File: src/rtl/bsle_pkg.sv
// ----------------------------------------------------------------------------
// bsle_pkg
// Shared types and constants of the bounded sequence list engine.
// ----------------------------------------------------------------------------
`timescale 1ns / 1ps
`default_nettype none

package bsle_pkg;

  localparam int DEPTH_DEFAULT = 16;
  localparam int VALUE_W       = 32;
  localparam int POS_W         = 5;
  localparam int CNT_OUT_W     = 5;

  typedef enum logic [2:0] {
    OP_PUSH_TAIL  = 3'd0,
    OP_POP_TAIL   = 3'd1,
    OP_PUSH_FRONT = 3'd2,
    OP_POP_FRONT  = 3'd3,
    OP_INSERT_AT  = 3'd4,
    OP_ERASE_AT   = 3'd5,
    OP_READ_SIZE  = 3'd6,
    OP_CLEAR      = 3'd7
  } op_e;

  typedef enum logic [1:0] {
    ST_OK     = 2'd0,
    ST_EMPTY  = 2'd1,
    ST_FULL   = 2'd2,
    ST_BEYOND = 2'd3
  } status_e;

  typedef enum logic [1:0] {
    CM_HOLD   = 2'd0,
    CM_INSERT = 2'd1,
    CM_ERASE  = 2'd2
  } cell_mode_e;

  typedef enum logic {
    S_IDLE    = 1'b0,
    S_EXTRACT = 1'b1
  } state_e;

  typedef struct packed {
    cell_mode_e mode;
    logic       tap_load;
    logic       tap_shift;
  } cell_ctrl_t;

endpackage

`default_nettype wire

File: src/rtl/bsle_cell.sv
// ----------------------------------------------------------------------------
// bsle_cell
// One storage cell of the chain: holds one element and one extraction tap.
// ----------------------------------------------------------------------------
`timescale 1ns / 1ps
`default_nettype none

module bsle_cell #(
  parameter int IDX_W = 5,
  parameter int INDEX = 0
) (
  input  logic                                clk_i,
  input  bsle_pkg::cell_ctrl_t                ctrl_i,
  input  logic [IDX_W-1:0]                    idx_i,
  input  logic signed [bsle_pkg::VALUE_W-1:0] ins_value_i,
  input  logic signed [bsle_pkg::VALUE_W-1:0] left_value_i,
  input  logic signed [bsle_pkg::VALUE_W-1:0] right_value_i,
  input  logic signed [bsle_pkg::VALUE_W-1:0] right_tap_i,
  output logic signed [bsle_pkg::VALUE_W-1:0] value_o,
  output logic signed [bsle_pkg::VALUE_W-1:0] tap_o
);
  import bsle_pkg::*;

  localparam logic [IDX_W-1:0] MY_IDX = IDX_W'(INDEX);

  logic signed [VALUE_W-1:0] value_q, value_d;
  logic signed [VALUE_W-1:0] tap_q, tap_d;

  always_comb begin
    value_d = value_q;
    case (ctrl_i.mode)
      CM_INSERT: begin
        if (MY_IDX == idx_i) begin
          value_d = ins_value_i;
        end else if (MY_IDX > idx_i) begin
          value_d = left_value_i;
        end
      end
      CM_ERASE: begin
        if (MY_IDX >= idx_i) begin
          value_d = right_value_i;
        end
      end
      default: begin
        value_d = value_q;
      end
    endcase
  end

  always_comb begin
    tap_d = tap_q;
    if (ctrl_i.tap_load) begin
      tap_d = value_q;
    end else if (ctrl_i.tap_shift) begin
      tap_d = right_tap_i;
    end
  end

  always_ff @(posedge clk_i) begin
    value_q <= value_d;
    tap_q   <= tap_d;
  end

  assign value_o = value_q;
  assign tap_o   = tap_q;

endmodule

`default_nettype wire

File: src/rtl/bsle_ctrl.sv
// ----------------------------------------------------------------------------
// bsle_ctrl
// Request decoder, element counter, extraction sequencer and result register.
// ----------------------------------------------------------------------------
`timescale 1ns / 1ps
`default_nettype none

module bsle_ctrl #(
  parameter int DEPTH = bsle_pkg::DEPTH_DEFAULT,
  parameter int IDX_W = 5
) (
  input  logic                                  clk_i,
  input  logic                                  rst_ni,
  input  logic                                  in_valid_i,
  output logic                                  in_ready_o,
  input  bsle_pkg::op_e                         op_i,
  input  logic [bsle_pkg::POS_W-1:0]            position_i,
  output logic                                  out_valid_o,
  input  logic                                  out_ready_i,
  output logic signed [bsle_pkg::VALUE_W-1:0]   popped_value_o,
  output logic [bsle_pkg::CNT_OUT_W-1:0]        element_count_o,
  output bsle_pkg::status_e                     status_o,
  input  logic signed [bsle_pkg::VALUE_W-1:0]   tap_head_i,
  output bsle_pkg::cell_ctrl_t                  cell_ctrl_o,
  output logic [IDX_W-1:0]                      idx_o
);
  import bsle_pkg::*;

  localparam int CNT_W = $clog2(DEPTH + 1);

  state_e                    state_q, state_d;
  logic [CNT_W-1:0]          count_q, count_d;
  logic [IDX_W-1:0]          shift_cnt_q, shift_cnt_d;
  logic                      out_valid_q, out_valid_d;
  logic signed [VALUE_W-1:0] popped_q, popped_d;
  logic [CNT_OUT_W-1:0]      out_count_q, out_count_d;
  status_e                   status_q, status_d;

  logic                      accept;
  logic                      full;
  logic                      empty;
  logic [POS_W-1:0]          pos_idx;
  logic [IDX_W-1:0]          req_idx;
  logic [IDX_W-1:0]          cnt_ext;
  logic [IDX_W-1:0]          eff_idx;
  cell_mode_e                mode;
  logic                      pop;
  status_e                   status;
  logic                      extract_done;

  assign in_ready_o = (state_q == S_IDLE) && (!out_valid_q || out_ready_i);
  assign accept     = in_valid_i && in_ready_o;
  assign full       = (count_q == CNT_W'(DEPTH));
  assign empty      = (count_q == '0);
  assign pos_idx    = (position_i <= POS_W'(1)) ? '0 : position_i - POS_W'(1);
  assign req_idx    = IDX_W'(pos_idx);
  assign cnt_ext    = IDX_W'(count_q);

  always_comb begin
    mode    = CM_HOLD;
    eff_idx = '0;
    pop     = 1'b0;
    status  = ST_OK;
    unique case (op_i) inside
      OP_PUSH_TAIL, OP_PUSH_FRONT: begin
        if (full) begin
          status = ST_FULL;
        end else begin
          mode    = CM_INSERT;
          eff_idx = (op_i == OP_PUSH_TAIL) ? cnt_ext : '0;
        end
      end
      OP_POP_TAIL, OP_POP_FRONT: begin
        if (empty) begin
          status = ST_EMPTY;
        end else begin
          mode    = CM_ERASE;
          pop     = 1'b1;
          eff_idx = (op_i == OP_POP_TAIL) ? cnt_ext - IDX_W'(1) : '0;
        end
      end
      OP_INSERT_AT: begin
        if (full) begin
          status = ST_FULL;
        end else if (req_idx > cnt_ext) begin
          status = ST_BEYOND;
        end else begin
          mode    = CM_INSERT;
          eff_idx = req_idx;
        end
      end
      OP_ERASE_AT: begin
        if (req_idx > cnt_ext) begin
          status = ST_BEYOND;
        end else if (req_idx == cnt_ext) begin
          status = empty ? ST_EMPTY : ST_OK;
        end else begin
          mode    = CM_ERASE;
          pop     = 1'b1;
          eff_idx = req_idx;
        end
      end
      OP_READ_SIZE: begin
        status = ST_OK;
      end
      OP_CLEAR: begin
        status = ST_OK;
      end
    endcase
  end

  always_comb begin
    count_d = count_q;
    if (accept) begin
      if (op_i == OP_CLEAR) begin
        count_d = '0;
      end else if (mode == CM_INSERT) begin
        count_d = count_q + CNT_W'(1);
      end else if (mode == CM_ERASE) begin
        count_d = count_q - CNT_W'(1);
      end
    end
  end

  always_comb begin
    state_d = state_q;
    unique case (state_q)
      S_IDLE: begin
        if (accept && pop) begin
          state_d = S_EXTRACT;
        end
      end
      S_EXTRACT: begin
        if (shift_cnt_q == '0) begin
          state_d = S_IDLE;
        end
      end
    endcase
  end

  always_comb begin
    extract_done          = (state_q == S_EXTRACT) && (shift_cnt_q == '0);
    cell_ctrl_o.mode      = accept ? mode : CM_HOLD;
    cell_ctrl_o.tap_load  = accept && pop;
    cell_ctrl_o.tap_shift = (state_q == S_EXTRACT) && (shift_cnt_q != '0);
    idx_o                 = eff_idx;

    shift_cnt_d = shift_cnt_q;
    if (accept && pop) begin
      shift_cnt_d = eff_idx;
    end else if (cell_ctrl_o.tap_shift) begin
      shift_cnt_d = shift_cnt_q - IDX_W'(1);
    end

    out_valid_d = out_valid_q;
    if (out_valid_q && out_ready_i) begin
      out_valid_d = 1'b0;
    end
    if ((accept && !pop) || extract_done) begin
      out_valid_d = 1'b1;
    end

    popped_d    = popped_q;
    out_count_d = out_count_q;
    status_d    = status_q;
    if (accept) begin
      popped_d    = '0;
      out_count_d = CNT_OUT_W'(count_d);
      status_d    = status;
    end else if (extract_done) begin
      popped_d = tap_head_i;
    end
  end

  always_ff @(posedge clk_i or negedge rst_ni) begin
    if (!rst_ni) begin
      state_q     <= S_IDLE;
      count_q     <= '0;
      shift_cnt_q <= '0;
      out_valid_q <= 1'b0;
    end else begin
      state_q     <= state_d;
      count_q     <= count_d;
      shift_cnt_q <= shift_cnt_d;
      out_valid_q <= out_valid_d;
    end
  end

  always_ff @(posedge clk_i) begin
    popped_q    <= popped_d;
    out_count_q <= out_count_d;
    status_q    <= status_d;
  end

  assign out_valid_o     = out_valid_q;
  assign popped_value_o  = popped_q;
  assign element_count_o = out_count_q;
  assign status_o        = status_q;

endmodule

`default_nettype wire

File: src/rtl/bounded_sequence_list_engine_core.sv
// ----------------------------------------------------------------------------
// bounded_sequence_list_engine_core
// Ordered list of up to DEPTH signed 32-bit elements held in a chain of cells.
// ----------------------------------------------------------------------------
// Requests enter on the input channel (op, position, value) and every request
// returns one result (popped value, element count, status) on the output
// channel. Both channels use valid/ready.
// Element 1 sits in cell 0. Inserts and erases are done in the cycle the
// request is taken: every cell compares its own index with the target index
// and loads from its left or right neighbor at once.
// A request that removes nothing has its result in the cycle after acceptance,
// and such requests can be taken every cycle unless a result is held back.
// A request that removes element p (pop or erase) copies the row into the
// cells' extraction taps and shifts them toward cell 0 until element p
// reaches the tap of cell 0, from which its result is registered; no request
// is taken meanwhile, and the wait through the tap chain grows with p.
// While a result waits for the receiver, ready stays low; the result register
// holds its contents until taken.
// Reset empties the list at once; cell contents are not cleared.
// ----------------------------------------------------------------------------
`timescale 1ns / 1ps
`default_nettype none

module bounded_sequence_list_engine_core #(
  parameter int DEPTH = bsle_pkg::DEPTH_DEFAULT
) (
  input  logic                                clk_i,
  input  logic                                rst_ni,
  input  logic                                in_valid_i,
  output logic                                in_ready_o,
  input  bsle_pkg::op_e                       op_i,
  input  logic [bsle_pkg::POS_W-1:0]          position_i,
  input  logic signed [bsle_pkg::VALUE_W-1:0] value_i,
  output logic                                out_valid_o,
  input  logic                                out_ready_i,
  output logic signed [bsle_pkg::VALUE_W-1:0] popped_value_o,
  output logic [bsle_pkg::CNT_OUT_W-1:0]      element_count_o,
  output bsle_pkg::status_e                   status_o
);
  import bsle_pkg::*;

  localparam int CNT_W = $clog2(DEPTH + 1);
  localparam int IDX_W = (CNT_W > POS_W) ? CNT_W : POS_W;

  cell_ctrl_t                cell_ctrl;
  logic [IDX_W-1:0]          idx;
  logic signed [VALUE_W-1:0] cell_value [DEPTH];
  logic signed [VALUE_W-1:0] cell_tap   [DEPTH];

  bsle_ctrl #(
    .DEPTH(DEPTH),
    .IDX_W(IDX_W)
  ) u_ctrl (
    .clk_i          (clk_i),
    .rst_ni         (rst_ni),
    .in_valid_i     (in_valid_i),
    .in_ready_o     (in_ready_o),
    .op_i           (op_i),
    .position_i     (position_i),
    .out_valid_o    (out_valid_o),
    .out_ready_i    (out_ready_i),
    .popped_value_o (popped_value_o),
    .element_count_o(element_count_o),
    .status_o       (status_o),
    .tap_head_i     (cell_tap[0]),
    .cell_ctrl_o    (cell_ctrl),
    .idx_o          (idx)
  );

  for (genvar i = 0; i < DEPTH; i++) begin : g_cell
    logic signed [VALUE_W-1:0] left_value;
    logic signed [VALUE_W-1:0] right_value;
    logic signed [VALUE_W-1:0] right_tap;

    if (i == 0) begin : g_first
      assign left_value = value_i;
    end else begin : g_inner_left
      assign left_value = cell_value[i-1];
    end

    if (i == DEPTH - 1) begin : g_last
      assign right_value = '0;
      assign right_tap   = '0;
    end else begin : g_inner_right
      assign right_value = cell_value[i+1];
      assign right_tap   = cell_tap[i+1];
    end

    bsle_cell #(
      .IDX_W(IDX_W),
      .INDEX(i)
    ) u_cell (
      .clk_i        (clk_i),
      .ctrl_i       (cell_ctrl),
      .idx_i        (idx),
      .ins_value_i  (value_i),
      .left_value_i (left_value),
      .right_value_i(right_value),
      .right_tap_i  (right_tap),
      .value_o      (cell_value[i]),
      .tap_o        (cell_tap[i])
    );
  end

endmodule

`default_nettype wire

File: config.mk
export PLATFORM = sky130hd
export DESIGN_NAME = bounded_sequence_list_engine_core
export DESIGN_NICKNAME = d
export VERILOG_FILES = /design/src/rtl/bsle_pkg.sv /design/src/rtl/bsle_cell.sv /design/src/rtl/bsle_ctrl.sv /design/src/rtl/bounded_sequence_list_engine_core.sv
export SDC_FILE = /design/constraint.sdc
export NUM_CORES = 2
export LEC_CHECK = 0
export BUFFER_PORTS_ARGS = -buffer_cell sky130_fd_sc_hd__buf_2
export CAP_MARGIN = 20
export CORE_MARGIN = 1
export CORE_UTILIZATION = 25
export DETAILED_ROUTE_END_ITERATION = 7
export PLACE_DENSITY_LB_ADDON = 0.05
export SKIP_LAST_GASP = 1
export SYNTH_ARGS = -nofsm -noshare
export SYNTH_HDL_FRONTEND = slang
export SYNTH_HIERARCHICAL = 1
export SYNTH_SLANG_ARGS = --single-unit
export TNS_END_PERCENT = 100
File: constraint.sdc
create_clock -name clk_i -period 10.5 [get_ports clk_i]
set_input_delay 0.525 -clock clk_i [delete_from_list [all_inputs] [get_ports clk_i]]
set_output_delay 0.525 -clock clk_i [all_outputs]
set_load 0.05 [all_outputs]
==> metrics.txt <==
Clk pwr share 27.8%; crit-path max cell delay 0.84 ns; # Post-CTS Setup Buffers 0; switching part of the total 33.32%; HP Class in2reg; Fill cells 22,000; crit start category primary input; most frequent cells in the layout edfxtp_1, mux2_2, nand2_1; worst skew pair latency 0.78 ns; most frequent CP cell buf_4; largest net degree at the start of global routing 122; final cycle utilization of the critical path 51.42%; LEAKAGE 19.96 nW; Core Area 215,500 um2; register area 31,900 um2; Final nets 4,457; # DRC 0; Synth Area in XOR/XNOR 0.1286%; H-tree lvl count 4; PwrDens 278.4 nW/um2; Post-Synth Adder-Cell Area 0.2527%; DR iter-0 viols 2,662; WL per Instance 22.97 um; total CTS buffers 141; post-DR vias/cell 4.792; Fin Setup TNS 0 ns; RSZ-0062 raised after global routing false; Req. time, crit path 11.08 ns; number of synthesized flops with an enable pin 1,031; crit-path cells buf_2 -> inv_1 -> ha_1 -> o21bai_1 -> nor2b_1 -> a22oi_1 -> inv_1 -> ha_1 -> nand2_2 -> nor2_2 -> a21oi_4 -> o41ai_4 -> buf_4 -> buf_4 -> nand4bb_1 -> buf_4 -> or2_2 -> o211ai_1; async set-or-reset flop fraction in the synthesized netlist 1.116%; combinational group share of total power 28.0%; Compound-Gate Fraction of Synth Area 16.18%; footprint of the multi-input gates 20,620 um2; TritonRoute pass-1 iters 5; Synth Cell Area 54,460 um2; Seq/Total Area, Yosys 58.57%; Buffers on Ports 84; Die ar. 219,700 um2; hold-fix buffers at CTS 1; die boundary height 468.8 um; sequential share of power 44.2%; Fmax 0.1852 GHz; proportion of layout cells with a drive suffix above 1 25.45%; Final min period 5.399 ns; Synth Area in Simple Gates 9.688%; max_slew headroom 28.42%; net switching power 5.738 mW; main combinational cell family by area after synthesis compound AO/OA/AOI/OAI gates; cell area after layout 61,860 um2; Initial Util 25.28%; Routability Congestion 0.7265; clk root buf clkbuf_16; Reg clk slew, reported paths 0.06 ns; multiplexer share of the synthesized area 10.61%; initial antenna violation count 2; count of cell types in the netlist 95; max-cap violation count 0; Mapped Cells 4,448; layout overhead on the synthesized area 13.58%; endpoint class of the critical path register; critical path type in2reg; commonest non-fill, non-tap cell in the layout edfxtp_1; CTS tree built; dpl hpwl 115.9 mm; Resize count post-CTS 0; Reg-to-Reg Start u_ctrl/cnt_ext[2]; worst-path maximum fanout 42; Avg Cell Area, Syn 12.24 um2; first-pass GRT wire length 256.4 mm; CP max-delay cell o41ai_4; grt total ovfl 0; vias post-DR 35,240; Max Slew Vio Count 0; Worst Path Arrival 5.98 ns; CP startpoint position_i[1]; I/O pin total 85; Final Hold Fails 0; HP Start out_ready_i; Antenna Nets Post-Route 0; clock buffer depth 3; Yosys Warn Count 6; CTS Sinks 1,075; die width 468.8 um; vias in the first global route 36,710; total routed wirelength 168.9 mm; Clock Skew 0.02519 ns; Worst Tran Pin Value 1.074 ns; FF+latch count, synth 1,075; all-layer global routing usage 15.21%; Max VDD drop 0.0001524 V; Int Pwr 11.48 mW; status complete, no violations; placed cell areas 57,310 um2; site row count 170; Synth Flop Type edfxtp_1; final setup vio count 0
==> worst paths after layout <==
check	end	slack [ns]	depth (start not counted)
worst max-delay path	g_cell[10].u_cell/value_o[31]	5.10	18
worst min-delay path	u_ctrl/out_valid_o	0.12	4
worst max register to register	g_cell[10].u_cell/value_o[31]	5.10	12
worst min register to register	u_ctrl/popped_value_o[11]	0.45	2
max in group asynchronous	u_ctrl/shift_cnt_q[2]	10.09	2
min in group asynchronous	u_ctrl/cnt_ext[0]	0.18	2
==> critical path, delay by kind of cell <==
| family | cells | cell delay (ns) |
|---|---|---|
| simple gates | 5 | 1.36 |
| fa+ha+maj | 2 | 0.48 |
| buf+inv | 6 | 1.70 |
| compound gates | 5 | 1.78 |
==> final cells by class <==
type	instances	share of cell area, %
sequential	1075	51.57
multi-input combinational	2981	33.33
clock buffer	199	6.509
tap	2838	5.740
timing repair buffer	178	1.938
clock inverter	56	0.7444
inverter	25	0.1638
antenna	1	0.004045
==> flip-flops by register name (all words and copies together), names as in the netlist <==
| register | cells |
|---|---|
| u_ctrl/state_q | 1 |
| u_ctrl/status_o | 2 |
| u_ctrl/out_valid_o | 1 |
| u_ctrl/cnt_ext | 5 |
| u_ctrl/popped_value_o | 32 |
| u_ctrl/element_count_o | 5 |
| g_cell.u_cell/value_o | 512 |
| g_cell.u_cell/tap_o | 512 |
| u_ctrl/shift_cnt_q | 5 |
==> metal layers <==
layer | part of all wire (%) | global-route usage (%) | vias to the layer above
li1 | - | - | 16960
met1 | 51 | 22.79 | 17330
met2 | 43 | 22.87 | 779
met3 | 3.8 | 2.250 | 176
met4 | 1.5 | 3.289 | 0
met5 | 0 | 0 | -
==> synthesized netlist by cell type, types with 12 or more instances <==
| library cell | instances | area, um2 |
|---|---|---|
| a21oi_1 | 144 | 720.7 |
| nand4_1 | 64 | 400.4 |
| buf_2 | 123 | 615.6 |
| mux2_1 | 29 | 326.6 |
| nor3_1 | 12 | 60.06 |
| o211ai_2 | 178 | 2227 |
| o21ai_0 | 73 | 365.4 |
| clkbuf_2 | 12 | 60.06 |
| o21ai_1 | 252 | 1261 |
| nand3_1 | 175 | 875.8 |
| nor2_1 | 335 | 1257 |
| buf_6 | 55 | 619.3 |
| dfrtp_1 | 12 | 300.3 |
| nand2b_1 | 28 | 175.2 |
| inv_1 | 20 | 75.07 |
| nand2_1 | 462 | 1734 |
| buf_4 | 12 | 90.09 |
| dfxtp_1 | 32 | 640.6 |
| o211ai_1 | 206 | 1546 |
| clkbuf_1 | 209 | 784.5 |
| a31oi_1 | 258 | 1614 |
| a41oi_1 | 63 | 551.8 |
| or2_2 | 16 | 100.1 |
| nor2b_1 | 18 | 112.6 |
| mux2_2 | 484 | 5450 |
| edfxtp_1 | 1031 | 30960 |
==> power by group through the flow <==
stage               registers, mW  logic (mW)  clock network, mW
global placement             7.73        4.86                  0
floorplan                    7.53        3.51                  0
finish                       7.62        4.81               4.79
global route                 7.79        5.29               5.12
detailed placement           7.73        4.86                  0
CTS                          7.65        4.91               4.97
==> per-stage QoR <==
step                instances  setup slack (ns)  util [%]  total power [mW]  hold WS, ns
detailed placement       7094             4.284     26.60             12.58       0.4346
finish                   7353             5.101     28.71             17.22       0.1171
global route             7353             4.609     28.71             18.20      0.08917
CTS                      7350             5.055     28.69             17.53      0.03239
global placement         7094             4.299     26.60             12.59       0.4370
floorplan                4511             1.130         -             11.03       0.2294
==> kinds of logic (layout without fill, tap and decap cells) <==
logic type	after synthesis	in the layout
AO/OA/AOI/OAI	1223	1223
XOR/XNOR	8	8
adder cells (fa/ha/maj)	11	11
buffers and inverters	455	458
flip-flops	1075	1075
multiplexers	513	513
other	1	65
AND/OR/NAND/NOR	1162	1162
(Power assumes the default switching activity.)
